<file path="config.mk">
export PLATFORM = sky130hd
export DESIGN_NAME = rgb565_to_memory_lcd_3bit_packer
export DESIGN_NICKNAME = d
export VERILOG_FILES = /design/src/hw/rtl/lcdpk_pkg.sv /design/src/hw/rtl/lcdpk_core.sv /design/src/hw/rtl/lcdpk_fifo.sv /design/src/hw/rtl/rgb565_to_memory_lcd_3bit_packer.sv
export SDC_FILE = /design/constraint.sdc
export NUM_CORES = 1
export LEC_CHECK = 0
export BUFFER_PORTS_ARGS = -buffer_cell sky130_fd_sc_hd__buf_2
export CAP_MARGIN = 30
export CORE_ASPECT_RATIO = 0.75
export CORE_MARGIN = 4
export CORE_UTILIZATION = 30
export CTS_CLUSTER_SIZE = 40
export DETAILED_ROUTE_END_ITERATION = 6
export GPL_TIMING_DRIVEN = 0
export PLACE_DENSITY = 0.51
export SLEW_MARGIN = 10
export SYNTH_ARGS = -nofsm -noshare
export SYNTH_HDL_FRONTEND = slang
export SYNTH_SLANG_ARGS = --single-unit
</file>
<file path="constraint.sdc">
create_clock -name clk -period 4.4 [get_ports clk]
set_input_delay 0.88 -clock clk [delete_from_list [all_inputs] [get_ports clk]]
set_output_delay 0.88 -clock clk [all_outputs]
set_load 0.05 [all_outputs]
</file>
<file path="src/hw/rtl/lcdpk_pkg.sv">
// Types and constants for the RGB565 to 3-bit memory LCD packer.
// No dependencies; imported by the core, queue and top-level modules of the block.
`default_nettype none

package lcdpk_pkg;

    localparam int LINE_WIDTH      = 176;
    localparam int PIXELS_PER_WORD = 4;
    localparam int COL_W           = $clog2(LINE_WIDTH);
    localparam int SLOT_W          = $clog2(PIXELS_PER_WORD);
    localparam int WIN_W           = ((COL_W > 9) ? COL_W : 9) + 1;

    localparam logic [15:0] LINE_CMD_BASE = 16'h9000;

    localparam int FIFO_DEPTH = 4;
    localparam int PTR_W      = $clog2(FIFO_DEPTH);
    localparam int CNT_W      = $clog2(FIFO_DEPTH + 1);

    localparam int CFG_IDX_W = 3;
    localparam logic [CFG_IDX_W-1:0] CFG_LINE_COUNT   = 3'd0;
    localparam logic [CFG_IDX_W-1:0] CFG_FIRST_LINE   = 3'd1;
    localparam logic [CFG_IDX_W-1:0] CFG_FILL_ENABLE  = 3'd2;
    localparam logic [CFG_IDX_W-1:0] CFG_FILL_COLOR   = 3'd3;
    localparam logic [CFG_IDX_W-1:0] CFG_FILL_X_START = 3'd4;
    localparam logic [CFG_IDX_W-1:0] CFG_FILL_WIDTH   = 3'd5;

    typedef struct packed {
        logic [7:0]  line_count;
        logic [7:0]  first_line;
        logic        fill_enable;
        logic [15:0] fill_color;
        logic [7:0]  fill_x_start;
        logic [7:0]  fill_width;
    } cfg_t;

    typedef struct packed {
        logic [15:0] word;
        logic        is_line_address;
        logic        is_terminator;
        logic        last_of_run;
    } result_t;

    typedef struct packed {
        logic [1:0] count;
        result_t    res0;
        result_t    res1;
    } push_t;

endpackage

`default_nettype wire

</file>
<file path="src/hw/rtl/lcdpk_core.sv">
// Per-pixel packing logic: column, line and accumulator state and result words.
// Depends on lcdpk_pkg.
`default_nettype none

module lcdpk_core
    import lcdpk_pkg::*;
(
    input  wire logic        clk,
    input  wire logic        rst_n,
    input  wire logic        process,
    input  wire logic [15:0] pixel,
    input  wire cfg_t        cfg,
    output push_t            push
);

    logic [COL_W-1:0] col_reg,  col_next;
    logic [7:0]       line_reg, line_next;
    logic [15:0]      acc_reg,  acc_next;

    logic              first;
    logic              eol;
    logic              in_win;
    logic              word_out;
    logic              term;
    logic [WIN_W-1:0]  col_wide;
    logic [WIN_W-1:0]  win_end;
    logic [15:0]       p;
    logic [SLOT_W-1:0] slot;
    logic [3:0]        nibble;
    logic [15:0]       acc_new;
    logic [7:0]        line_inc;
    result_t           cmd_res;
    result_t           word_res;
    result_t           term_res;
    logic [1:0]        count;

    always_comb
    begin
        first    = (col_reg == '0);
        eol      = (col_reg == COL_W'(LINE_WIDTH - 1));
        col_wide = WIN_W'(col_reg);
        win_end  = WIN_W'(cfg.fill_x_start) + WIN_W'(cfg.fill_width);
        in_win   = (col_wide >= WIN_W'(cfg.fill_x_start)) && (col_wide < win_end);

        if (cfg.fill_enable)
        begin
            p = in_win ? cfg.fill_color : 16'h0000;
        end
        else
        begin
            p = pixel;
        end

        slot     = col_reg[SLOT_W-1:0];
        nibble   = {p[15], p[10], p[4], 1'b0};
        acc_new  = acc_reg | (16'(nibble) << {SLOT_W'(PIXELS_PER_WORD - 1) - slot, 2'b00});
        word_out = (slot == SLOT_W'(PIXELS_PER_WORD - 1)) || eol;
        line_inc = line_reg + 8'd1;
        term     = eol && (line_inc == cfg.line_count);

        cmd_res.word             = LINE_CMD_BASE + 16'(cfg.first_line) + 16'(line_reg);
        cmd_res.is_line_address  = 1'b1;
        cmd_res.is_terminator    = 1'b0;
        cmd_res.last_of_run      = 1'b0;
        word_res.word            = acc_new;
        word_res.is_line_address = 1'b0;
        word_res.is_terminator   = 1'b0;
        word_res.last_of_run     = 1'b0;
        term_res.word            = 16'h0000;
        term_res.is_line_address = 1'b0;
        term_res.is_terminator   = 1'b1;
        term_res.last_of_run     = 1'b0;

        count = 2'(first) + 2'(word_out) + 2'(term);

        if (first)
        begin
            push.res0 = cmd_res;
        end
        else if (word_out)
        begin
            push.res0 = word_res;
        end
        else
        begin
            push.res0 = term_res;
        end
        push.res1 = (first && word_out) ? word_res : term_res;
        push.res0.last_of_run = (count == 2'd1);
        push.res1.last_of_run = 1'b1;
        push.count = process ? count : 2'd0;

        col_next  = eol ? '0 : col_reg + 1'b1;
        acc_next  = word_out ? 16'h0000 : acc_new;
        line_next = eol ? (term ? 8'd0 : line_inc) : line_reg;
    end

    always_ff @(posedge clk or negedge rst_n)
    begin
        if (!rst_n)
        begin
            col_reg  <= '0;
            line_reg <= 8'd0;
            acc_reg  <= 16'h0000;
        end
        else if (process)
        begin
            col_reg  <= col_next;
            line_reg <= line_next;
            acc_reg  <= acc_next;
        end
    end

endmodule

`default_nettype wire

</file>
<file path="src/hw/rtl/lcdpk_fifo.sv">
// Small result queue taking up to two results a cycle and giving one.
// Depends on lcdpk_pkg.
`default_nettype none

module lcdpk_fifo
    import lcdpk_pkg::*;
(
    input  wire logic  clk,
    input  wire logic  rst_n,
    input  wire push_t push,
    input  wire logic  pop,
    output result_t    head,
    output logic       valid,
    output logic       room
);

    result_t          mem [FIFO_DEPTH];
    logic [PTR_W-1:0] wr_ptr_reg, wr_ptr_next;
    logic [PTR_W-1:0] rd_ptr_reg, rd_ptr_next;
    logic [CNT_W-1:0] count_reg,  count_next;
    logic [PTR_W-1:0] wr_ptr_plus;

    always_comb
    begin
        wr_ptr_plus = wr_ptr_reg + 1'b1;
        wr_ptr_next = wr_ptr_reg + PTR_W'(push.count);
        rd_ptr_next = rd_ptr_reg + PTR_W'(pop);
        count_next  = count_reg + CNT_W'(push.count) - CNT_W'(pop);
        valid       = (count_reg != '0);
        room        = (count_reg <= CNT_W'(FIFO_DEPTH - 2));
        head        = mem[rd_ptr_reg];
    end

    always_ff @(posedge clk)
    begin
        if (push.count != 2'd0)
        begin
            mem[wr_ptr_reg] <= push.res0;
        end
        if (push.count == 2'd2)
        begin
            mem[wr_ptr_plus] <= push.res1;
        end
    end

    always_ff @(posedge clk or negedge rst_n)
    begin
        if (!rst_n)
        begin
            wr_ptr_reg <= '0;
            rd_ptr_reg <= '0;
            count_reg  <= '0;
        end
        else
        begin
            wr_ptr_reg <= wr_ptr_next;
            rd_ptr_reg <= rd_ptr_next;
            count_reg  <= count_next;
        end
    end

endmodule

`default_nettype wire

</file>
<file path="src/hw/rtl/rgb565_to_memory_lcd_3bit_packer.sv">
// Top level of the RGB565 to 3-bit memory LCD packer: configuration registers,
// input register, packing core and result queue. Depends on lcdpk_pkg,
// lcdpk_core and lcdpk_fifo.
//
// Usage: pixels arrive on the in_valid/in_stall channel, one RGB565 word per
// line column, LINE_WIDTH words per line. Result words leave on the
// out_valid/out_stall channel: a line command before each line, one packed
// word per four pixels, and a zero terminator after the last line of a frame.
// Configuration registers are written through cfg_write/cfg_index/cfg_data,
// which the user must do only while the block is idle; the block does not
// enforce this. Unknown indexes are ignored.
// The block accepts one pixel per cycle; a pixel that ends a frame gives two
// results, which the four-entry result queue absorbs over the following
// cycles. Input stalls only while the queue holds more than two results.
// Reset clears the column, line and accumulator state, empties the queue and
// loads the register reset values. When the receiver stalls, the queue fills
// and then the input register holds its pixel and in_stall rises.
`default_nettype none

module rgb565_to_memory_lcd_3bit_packer
    import lcdpk_pkg::*;
(
    input  wire logic                 clk,
    input  wire logic                 rst_n,
    input  wire logic                 cfg_write,
    input  wire logic [CFG_IDX_W-1:0] cfg_index,
    input  wire logic [15:0]          cfg_data,
    input  wire logic                 in_valid,
    output logic                      in_stall,
    input  wire logic [15:0]          pixel,
    output logic                      out_valid,
    input  wire logic                 out_stall,
    output logic [15:0]               word,
    output logic                      is_line_address,
    output logic                      is_terminator,
    output logic                      last_of_run
);

    cfg_t        cfg_reg;
    logic        pipe_valid_reg, pipe_valid_next;
    logic [15:0] pixel_reg;
    logic        accept;
    logic        process;
    logic        room;
    logic        pop;
    push_t       push;
    result_t     head;

    always_comb
    begin
        process         = pipe_valid_reg && room;
        in_stall        = pipe_valid_reg && !room;
        accept          = in_valid && !in_stall;
        pipe_valid_next = accept || (pipe_valid_reg && !process);
        pop             = out_valid && !out_stall;
        word            = head.word;
        is_line_address = head.is_line_address;
        is_terminator   = head.is_terminator;
        last_of_run     = head.last_of_run;
    end

    always_ff @(posedge clk or negedge rst_n)
    begin
        if (!rst_n)
        begin
            cfg_reg.line_count   <= 8'd176;
            cfg_reg.first_line   <= 8'd0;
            cfg_reg.fill_enable  <= 1'b0;
            cfg_reg.fill_color   <= 16'h0000;
            cfg_reg.fill_x_start <= 8'd0;
            cfg_reg.fill_width   <= 8'd176;
        end
        else if (cfg_write)
        begin
            unique case (cfg_index)
                CFG_LINE_COUNT:   cfg_reg.line_count   <= cfg_data[7:0];
                CFG_FIRST_LINE:   cfg_reg.first_line   <= cfg_data[7:0];
                CFG_FILL_ENABLE:  cfg_reg.fill_enable  <= cfg_data[0];
                CFG_FILL_COLOR:   cfg_reg.fill_color   <= cfg_data;
                CFG_FILL_X_START: cfg_reg.fill_x_start <= cfg_data[7:0];
                CFG_FILL_WIDTH:   cfg_reg.fill_width   <= cfg_data[7:0];
                default:          ;
            endcase
        end
    end

    always_ff @(posedge clk or negedge rst_n)
    begin
        if (!rst_n)
        begin
            pipe_valid_reg <= 1'b0;
        end
        else
        begin
            pipe_valid_reg <= pipe_valid_next;
        end
    end

    always_ff @(posedge clk)
    begin
        if (accept)
        begin
            pixel_reg <= pixel;
        end
    end

    lcdpk_core u_core (
        .clk     (clk),
        .rst_n   (rst_n),
        .process (process),
        .pixel   (pixel_reg),
        .cfg     (cfg_reg),
        .push    (push)
    );

    lcdpk_fifo u_fifo (
        .clk   (clk),
        .rst_n (rst_n),
        .push  (push),
        .pop   (pop),
        .head  (head),
        .valid (out_valid),
        .room  (room)
    );

endmodule

`default_nettype wire

</file>
==> metrics.cfg <==
[worst_setup_path]
startpoint_type = flop
r2r-start = u_core.line_reg[1]
cp-endpoint = u_fifo.mem[0][5]
cp.required_ns = 4.55
cp_max_fo = 10
timing.rr.end = u_fifo.mem[0][5]
ff2ff_path_depth = 15
crit_path_end_kind = flop
worstSetupPathType = flop to flop
cp-startpoint = u_core.line_reg[1]
reg2reg_slack_ns = 0.26
cp.arrival_ns = 4.29

[sta]
rsz0062_at_grt = no
period_needed_ns = 4.14
fin_worst_skew_ns = 0.0116
whs_ns = 0.393
slew_violations = 0
finalHoldViolCount = 0
setup_viol = 0
max-slew-margin-rel_pct = 48.8
max_freq_mhz = 241
worstMarginPinSlew_ns = 0.765
post-route-period-util_pct = 94.2
fin_tns_setup_ns = 0

[detailed_routing]
dr.pass1.iters = 5
routed_wl_um = 19900
drcViolationCount = 0
routed_via_density = 4.99
ant_nets = 0
num_vias = 5472
wire_per_inst_um = 18.2
drt_iter0_drc = 445

[global_routing]
antenna_found_initial = 0
grt_util_all_layers_pct = 14.2
grt_max_degree = 45
grt_pass1_wl_um = 31600
grt_pass1_vias = 5299
overflow = 0

[logic_synthesis]
syn_area_per_cell_um2 = 11.5
synthesis.area_um2 = 7820
yosysTopAreaCell = edfxtp_1
yosys_most_used_dff = edfxtp_1
ys_types = 61
ys_top_cells_by_area = edfxtp_1 27%, dfrtp_1 21%, ha_1 6.4%
yosysSeqAreaShare_pct = 52.4
synth_nets = 764
synth_commonest_cells = 74 x nor2_1, 71 x edfxtp_1, 66 x dfrtp_1
synthCells = 680
synth_top_area_share_pct = 27.3
synth.most_common_cell = nor2_1
synth_enable_flop_cells = 71
synthArstFlopShare_pct = 47.7
yosys_warnings = 0
synth_seq_cells = 151

[place]
post_dp_cell_area_um2 = 8520
gp_congestion = 0.912
portBuffers = 41
hpwl_um = 14700

[cells_and_area]
stdcell_area_um2 = 9160
nNetsFinal = 829
multi_input_area_um2 = 3480
post-route-util_pct = 36.1
ff_latch_area_um2 = 4100
n_antenna_cell = 0
n_fill_cell = 2534
syn_to_final_growth_pct = 17.1
drive_above_1_share_pct = 21.0
largest_register_ffs = 76

[floorplanning]
fp-row-count = 50
die-area_um2 = 28700
die_w_um = 194
coreArea_um2 = 25300
start_util_pct = 30.9
ioPinCount = 61
fp.dieH_um = 148

[outcome]
status = finished, final reports clean

[clock_tree]
clkTransAtPathRegs_ns = 0.07
cts_buffers = 17
cts_sinks = 151
clk_path_buf_depth = 2
clk_latency_ns = 0.43
tritoncts = done
cts_max_level = 4
cts_root_buf = clkbuf_16

[pwr]
power.density_nw_per_um2 = 621
ir_drop_uv = 363
total_power_uw = 5690
leakagePower_uw = 0.00369

[min_path]
hold_class = input port to asynchronous set/reset pin

[job]
cap_violations = 0

[metal layers]
| layer | vias up | track usage [%] | wire (um) |
|---|---|---|---|
| met5 | - | 0 | 0 |
| met4 | 0 | 3.13 | 169 |
| met3 | 12 | 3.03 | 863 |
| met2 | 117 | 19.5 | 8150 |
| met1 | 2714 | 22.5 | 10700 |
| li1 | 2629 | - | - |
[critical path, stage by stage, from the launching register on]
cell and delay (ns):
dfrtp_1 0.49, ha_1 0.28, and3_1 0.24, nand3_1 0.14
xnor2_1 0.16, nor3_1 0.25, nand4_1 0.13, buf_4 0.18
fa_1 0.58, a21oi_1 0.10, buf_2 0.21, nand2_1 0.20
nor2_1 0.09, o21ai_0 0.33, clkbuf_2 0.35, o22ai_1 0.15
[worst min path at each step]
stage	startpoint	end	slack (ns)	cells past startpoint
after floorplan	u_fifo.mem[2][2]	u_fifo.mem[2][2]	0.43	2
after global placement	u_fifo.mem[1][2]	u_fifo.mem[1][2]	0.45	2
after detailed placement	u_fifo.mem[2][2]	u_fifo.mem[2][2]	0.45	2
after CTS	rst_n	u_core.acc_reg[13]	0.39	1
after global routing	rst_n	u_core.acc_reg[13]	0.41	1
final	rst_n	u_core.acc_reg[13]	0.39	1
[power breakdown]
part	internal, uW	switching [uW]	leakage, uW
Sequential	1780	180	0.00163
Clock	840	594	0.000275
Combinational	808	1490	0.00179
[cell families after synthesis]
kind of cell / share of synthesized area [%]
xor+xnor: 3.25
buf+inv: 3.30
mux: 10.1
simple gates: 12.4
fa+ha+maj: 7.42
flops: 52.4
compound gates: 11.1
[metrics by stage]
| stage | instances | worst slack, ns |
|---|---|---|
| 6_report | 1096 | 0.256 |
| 5_1_grt | 1096 | 0.0123 |
| 4_1_cts | 1096 | 0.0456 |
| 3_5_place_dp | 1062 | -0.487 |
| 3_3_place_gp | 1059 | -0.415 |
| 2_1_floorplan | 680 | 0.822 |
[cell usage in the layout (no fill, tap or decap), drive strengths merged, types with 6 or more instances in the layout]
cell	Yosys	layout
o21ai	29	29
edfxtp	71	71
xor2	13	13
inv	38	38
nor2	74	74
nor3	14	14
dfxtp	8	8
buf	8	56
xnor2	16	16
dfstp	6	6
a21o	6	6
ha	40	40
dfrtp	66	66
mux4	19	19
nand2	52	52
a21oi	43	43
o22ai	33	33
clkbuf	18	40
nor2b	6	6
nand3	20	20
mux2	31	31
[area by class of cell]
| cell class | instances | area share [%] |
|---|---|---|
| flip-flops and latches | 151 | 44.8 |
| multi-input cells | 465 | 38.0 |
| clock buffers | 24 | 5.38 |
| well taps | 338 | 4.62 |
| repair buffers | 48 | 3.62 |
| inverters | 38 | 1.56 |
| plain buffers | 24 | 1.26 |
| clock inverters | 8 | 0.806 |
[what timing repair did]
item | 4_1_cts | 5_1_grt
setup endpoints to repair | 88 | 59
hold buffers | 0 | 0
pin swaps | 1 | 0
buffers inserted | 2 | 0
resized for setup | 0 | 14
endpoints found under the hold margin | 0 | 0
No activity file was read; power rests on OpenSTA's default activity.
